`config.mk`:
```
export PLATFORM = sky130hd
export DESIGN_NAME = bb3_mean
export DESIGN_NICKNAME = d
export VERILOG_FILES = /design/src/design/bb3_pkg.sv /design/src/design/bb3_mean.sv
export SDC_FILE = /design/constraint.sdc
export NUM_CORES = 1
export LEC_CHECK = 0
export BUFFER_PORTS_ARGS = -buffer_cell sky130_fd_sc_hd__buf_4
export CAP_MARGIN = 10
export CORE_ASPECT_RATIO = 1.5
export CORE_MARGIN = 3
export CORE_UTILIZATION = 49
export CTS_CLUSTER_DIAMETER = 150
export CTS_CLUSTER_SIZE = 28
export DETAILED_ROUTE_END_ITERATION = 10
export GPL_TIMING_DRIVEN = 0
export PLACE_DENSITY = 0.67
export SYNTH_ARGS = -nofsm -noshare
export SYNTH_HDL_FRONTEND = slang
export SYNTH_SLANG_ARGS = --single-unit
```
`constraint.sdc`:
```
create_clock -name clock -period 28.3 [get_ports clock]
set_input_delay 4.245 -clock clock [delete_from_list [all_inputs] [get_ports clock]]
set_output_delay 4.245 -clock clock [all_outputs]
set_load 0.02 [all_outputs]
```
`src/design/bb3_pkg.sv`:
```
// ----------------------------------------------------------------------------
// bb3_pkg: shared types for the edge-aware 3x3 box blur
// Pixel layout, result tag and window span flags used across the core.
// ----------------------------------------------------------------------------
package bb3_pkg;

   localparam int CH_W      = 8;
   localparam int PIX_W     = 3 * CH_W;
   localparam int ROW_W     = 16;
   localparam int COL_OUT_W = 10;

   // blue in the low byte, then green, then red
   typedef logic [PIX_W-1:0] pixel_type;

   typedef struct packed {
      logic [ROW_W-1:0]     row;
      logic [COL_OUT_W-1:0] col;
      logic                 last;
      logic                 eoi;
   } tag_type;

   // window rows/columns left out of the mean
   typedef struct packed {
      logic top_skip;
      logic left_skip;
   } span_type;

endpackage

```
`src/design/bb3_mean.sv`:
```
// ----------------------------------------------------------------------------
// bb3_mean: rounded neighbourhood mean, two stages
// Stage one sums the selected window pixels, stage two divides by the pixel
// count with a reciprocal multiply and holds the result word.
// ----------------------------------------------------------------------------
module bb3_mean (
   input  logic                     clock,
   input  logic                     reset,
   input  logic                     in_valid,
   output logic                     in_ready,
   input  bb3_pkg::pixel_type [8:0] in_win,
   input  bb3_pkg::span_type        in_span,
   input  bb3_pkg::tag_type         in_tag,
   output logic                     out_valid,
   input  logic                     out_ready,
   output bb3_pkg::pixel_type       out_pix,
   output bb3_pkg::tag_type         out_tag
);
   import bb3_pkg::*;

   localparam int NUM_CH      = 3;
   localparam int SUM_W       = 12;
   localparam int NUM_W       = 13;
   localparam int RECIP_W     = 20;
   localparam int RECIP_SHIFT = 22;
   localparam int PROD_W      = NUM_W + RECIP_W;
   localparam int RECIP_FOUR  = (1 << RECIP_SHIFT) / 8;
   localparam int RECIP_SIX   = ((1 << RECIP_SHIFT) + 11) / 12;
   localparam int RECIP_NINE  = ((1 << RECIP_SHIFT) + 17) / 18;

   typedef enum logic [1:0] {AREA_FOUR, AREA_SIX, AREA_NINE} area_type;

   function automatic logic [RECIP_W-1:0] area_recip(area_type area);
      logic [RECIP_W-1:0] r;
      case (area)
         AREA_FOUR: r = RECIP_W'(RECIP_FOUR);
         AREA_SIX:  r = RECIP_W'(RECIP_SIX);
         AREA_NINE: r = RECIP_W'(RECIP_NINE);
         default:   r = RECIP_W'(RECIP_FOUR);
      endcase
      return r;
   endfunction

   function automatic logic [NUM_W-1:0] area_count(area_type area);
      logic [NUM_W-1:0] n;
      case (area)
         AREA_FOUR: n = NUM_W'(4);
         AREA_SIX:  n = NUM_W'(6);
         AREA_NINE: n = NUM_W'(9);
         default:   n = NUM_W'(4);
      endcase
      return n;
   endfunction

   logic             a_valid_ff, a_valid_in;
   logic [NUM_W-1:0] a_num_ff [NUM_CH];
   logic [NUM_W-1:0] a_num_in [NUM_CH];
   area_type         a_area_ff, a_area_in;
   tag_type          a_tag_ff, a_tag_in;
   logic             b_valid_ff, b_valid_in;
   pixel_type        b_pix_ff, b_pix_in;
   tag_type          b_tag_ff, b_tag_in;

   logic             b_move, a_free, a_load;
   logic [SUM_W-1:0] sum [NUM_CH];
   logic [PROD_W-1:0] prod [NUM_CH];

   assign b_move   = !b_valid_ff || out_ready;
   assign a_free   = !a_valid_ff || b_move;
   assign a_load   = a_free && in_valid;
   assign in_ready = a_free;

   // stage one: window sum
   always_comb begin
      if (in_span.top_skip && in_span.left_skip) begin
         a_area_in = AREA_FOUR;
      end else if (in_span.top_skip || in_span.left_skip) begin
         a_area_in = AREA_SIX;
      end else begin
         a_area_in = AREA_NINE;
      end
      for (int ch = 0; ch < NUM_CH; ch++) begin
         sum[ch] = '0;
         for (int rw = 0; rw < 3; rw++) begin
            for (int cl = 0; cl < 3; cl++) begin
               if ((rw != 0 || !in_span.top_skip) && (cl != 0 || !in_span.left_skip)) begin
                  sum[ch] = sum[ch] + SUM_W'(in_win[rw*3 + cl][ch*CH_W +: CH_W]);
               end
            end
         end
         a_num_in[ch] = {sum[ch], 1'b0} + area_count(a_area_in);
      end
      a_tag_in   = in_tag;
      a_valid_in = a_free ? in_valid : a_valid_ff;
   end

   // stage two: divide by 2*count
   always_comb begin
      for (int ch = 0; ch < NUM_CH; ch++) begin
         prod[ch] = PROD_W'(a_num_ff[ch]) * PROD_W'(area_recip(a_area_ff));
         b_pix_in[ch*CH_W +: CH_W] = prod[ch][RECIP_SHIFT +: CH_W];
      end
      b_tag_in   = a_tag_ff;
      b_valid_in = b_move ? a_valid_ff : b_valid_ff;
   end

   always_ff @(posedge clock) begin
      if (reset) begin
         a_valid_ff <= 1'b0;
         b_valid_ff <= 1'b0;
      end else begin
         a_valid_ff <= a_valid_in;
         b_valid_ff <= b_valid_in;
      end
   end

   always_ff @(posedge clock) begin
      if (a_load) begin
         a_num_ff  <= a_num_in;
         a_area_ff <= a_area_in;
         a_tag_ff  <= a_tag_in;
      end
      if (b_move && a_valid_ff) begin
         b_pix_ff <= b_pix_in;
         b_tag_ff <= b_tag_in;
      end
   end

   assign out_valid = b_valid_ff;
   assign out_pix   = b_pix_ff;
   assign out_tag   = b_tag_ff;

endmodule

```
==> impl_summary.md <==
Worst setup path
The last element of the critical path is a_num_ff[12]. The cell with the most instances on the worst path is sky130_fd_sc_hd__ha_1. The most critical setup path has its startpoint at in_span[0]. The worst register-to-register path ends at out_pix[21]. The category of the worst setup path capture point is a register. The library cell contributing the largest single delay on the critical path is sky130_fd_sc_hd__o41ai_1. On the worst path, the slowest cell contributes a delay of approximately 0.73 ns.

The worst register-to-register path begins at a_num_ff[0]. The largest fanout on the critical path is 11. The worst register-to-register path has a setup slack of a little under 20 ns. The critical path is of the input port to register type. The startpoint kind of the worst setup timing path is an input port. For the worst setup path, the data required time is roughly 28 ns. Counting cells, the worst reg-to-reg path comes to 25.

The data arrival time of the worst path is about 16 ns.

Die
The I/O pin count is between 300 and 400. The area of the core is 0.0549 mm^2. The floorplan step defined a die boundary enclosing between 0.05 and 0.06 mm^2.

The height of the die is a little under 300 um. In this run the core area contains between 100 and 150 standard-cell rows. From left edge to right edge, the die measures 199 um. The initial utilization of the core area, before any placement, comes to 0.497.

STA
The final count of negative-setup-slack endpoints is 0. The headroom to the max-slew limit is 0.295. The final number of max-transition violations is 0. The tightest hold margin is about 0.42 ns. Setup repair after global routing left no endpoint under its margin.

The hold violation total from the final report is 0. The fraction of the cycle the final worst path needs is 0.549. Adding up every negative setup slack in the final design gives 0 ns. At the pin with the least slew margin, the transition time is between 1 and 1.5 ns.

The final critical path time including I/O delays and setup is about 16 ns. The clock arrives with between 0.01 and 0.015 ns of skew. The upper clock frequency limit is ~64 MHz.

Global route
Entering global routing, the biggest net connects 67 pins. The global routing usage on met1 is 0.279. The number of antenna violations at the first check in global routing came to 5. The total overflow left after global routing is 0. The first global-routing pass estimated about 120000 um of wire. For this run, global-route usage on met2 was measured as 0.524. The number of global-route vias before repair is approximately 23000. The global routing met3 resource utilization is 0.0507. The layer with the highest usage is met2. The all-layer global routing usage is 0.271.

Logic synthesis
In the synthesized netlist the async set-or-reset flop fraction comes to 0. In the synthesized netlist, the number of instances is between 2000 and 3000. The flop and latch count out of synthesis is 120.

The cell area after synthesis is between 0.02 and 0.03 mm^2. After synthesis, the mean cell area works out to 9.76 um^2. When the netlist entered floorplanning its net count stood at just under 4000. Yosys printed 0 warnings.

The share of synthesized area occupied by flip-flops and latches is 0.131. The number of synthesized flops with an enable pin is 118. The number of different library cells used by synthesis comes to 84. The most used flip-flop cell after synthesis is sky130_fd_sc_hd__edfxtp_1.

Drt
The pre-antenna-repair detailed-routing pass consisted of 5 iterations. The number of remaining DRC errors is 0. The DRC marker count from the first detailed-route iteration is between 700 and 800. After detailed routing, the number of vias per cell comes to 5.27.

Across all layers, the routed design uses ~20000 vias. The count of nets left with antenna violations once routing finished came out at 0. The post-detailed-routing wire length is 77300 um. Dividing the detail-routed wire length by the instance count gives 20.2 um.

Layout
The leading cell type in the layout, fill and taps excluded is sky130_fd_sc_hd__inv_1. In the final design database the tool counted 4200 nets. The top cell types in the final layout, fill and taps aside, are sky130_fd_sc_hd__inv_1 (682), sky130_fd_sc_hd__fa_1 (453), sky130_fd_sc_hd__ha_1 (378). The share of layout cells above drive strength 1 is 0.121. The filler cells instantiated in the layout total 4838. The post-layout instance count excluding filler cells is about 3800.

The signed area change from the synthesized netlist to the final layout is 13.9%.

Clock tree
The clock tree root driver cell is sky130_fd_sc_hd__clkbuf_16. Hold repair after CTS inserted 0 buffers. The buffer levels on the longest clock path is 2. TritonCTS built the clock tree. The number of sinks driven by the clock tree is 120.

The latest clock arrival within the worst-skew pair is 0.46 ns. Post-CTS repair changed the size of 0 cells. The CTS buffer count is 17.

The clock-pin slew reported for the worst setup and hold paths after clock tree synthesis is around 0.070 ns. The H-tree was split into 4 levels. The buffer count from post-CTS setup fixing is 0.

Run
The number of max-cap violations is 0.

Placement
Once placement completed, the tool counted placed cells totaling approximately 3800. The count of buffers added on input and output ports is about 300. Summed over all nets, the half-perimeter wirelength after detailed placement is roughly 70000 um.

The global placer's final weighted congestion is around 0.94.

Outcome
The flow ran to the end, and the final reports show no timing, DRC or antenna violations.

Worst hold path
The worst hold path was traced through 0 stages. The worst hold-check path type is register to register.
-- logic make-up after synthesis --
family / count (synthesis) / synth area share
adders and majority gates: 833 / 0.506
AOI/OAI and AO/OA: 437 / 0.105
xor gates and xnor gates: 172 / 0.0561
and+or+nand+nor: 498 / 0.0953
buffers and inverters: 720 / 0.0992
muxes: 17 / 0.00674
DFF: 120 / 0.131
-- critical path: cells and delay by family --
| family | cells | cell delay (ns) |
|---|---|---|
| simple gates | 8 | 1.03 |
| fa+ha+maj | 10 | 3.46 |
| mux | 2 | 0.58 |
| compound gates | 18 | 3.62 |
| xor+xnor | 4 | 0.75 |
| buf+inv | 6 | 1.98 |
-- state kept, by name, indices dropped and copies added, names as in the netlist --
register    cells
a_area_ff       1
a_num_ff       37
a_tag_ff       28
a_valid_ff      1
out_pix        24
out_tag        28
out_valid       1
-- Yosys cell counts, drive strengths merged (23+ instances only) --
master | number | area, um^2
xnor2 | 102 | 893
and2 | 101 | 634
nor2 | 109 | 409
a211oi | 26 | 210
a21oi | 99 | 503
o21a | 29 | 218
fa | 453 | 9070
nor3 | 29 | 160
nand2 | 103 | 387
xor2 | 69 | 612
inv | 683 | 2560
ha | 378 | 4730
edfxtp | 118 | 3540
clkbuf | 31 | 116
o21ai | 123 | 616
nand3 | 24 | 125
nor2b | 64 | 400
nand2b | 23 | 146
a21o | 57 | 428
-- layer usage --
layer | wire length (um) | part of all wire
met1 | 27100 | 0.35
met2 | 42500 | 0.55
met4 | 3690 | 0.048
met3 | 4060 | 0.053
met5 | 44 | 0.00057
-- stage by stage --
step	instance area, um^2	setup WS (ns)	util
3_5_place_dp	30500	12.29	0.555
2_1_floorplan	27300	14.64	-
4_1_cts	31100	12.73	0.566
3_3_place_gp	30400	12.52	0.554
5_1_grt	31100	11.94	0.566
6_report	31100	12.76	0.566
-- final cells by class --
cell class	instances	area [um^2]	share of cell area
Inverter	683	2560	0.0825
Sequential cell	120	3580	0.115
Buffer	37	144	0.00463
Clock buffer	17	425	0.0137
Timing Repair Buffer	303	2310	0.0742
Clock inverter	15	179	0.00576
Multi-Input combinational cell	1957	21000	0.676
Antenna cell	1	2.50	0.0000805
Tap cell	695	870	0.0280
-- worst min-delay path by stage --
stage	startpoint	slack, ns	to
4_1_cts	a_tag_ff[12]	0.42	out_tag[12]
2_1_floorplan	a_tag_ff[0]	0.40	out_tag[0]
3_3_place_gp	a_tag_ff[2]	0.40	out_tag[2]
3_5_place_dp	a_tag_ff[8]	0.40	out_tag[8]
5_1_grt	a_tag_ff[12]	0.42	out_tag[12]
6_report	a_tag_ff[12]	0.42	out_tag[12]
Power is left out: the tool's default activity adds up to more than one toggle a clock period on the data nets, which glitch-free logic cannot reach.
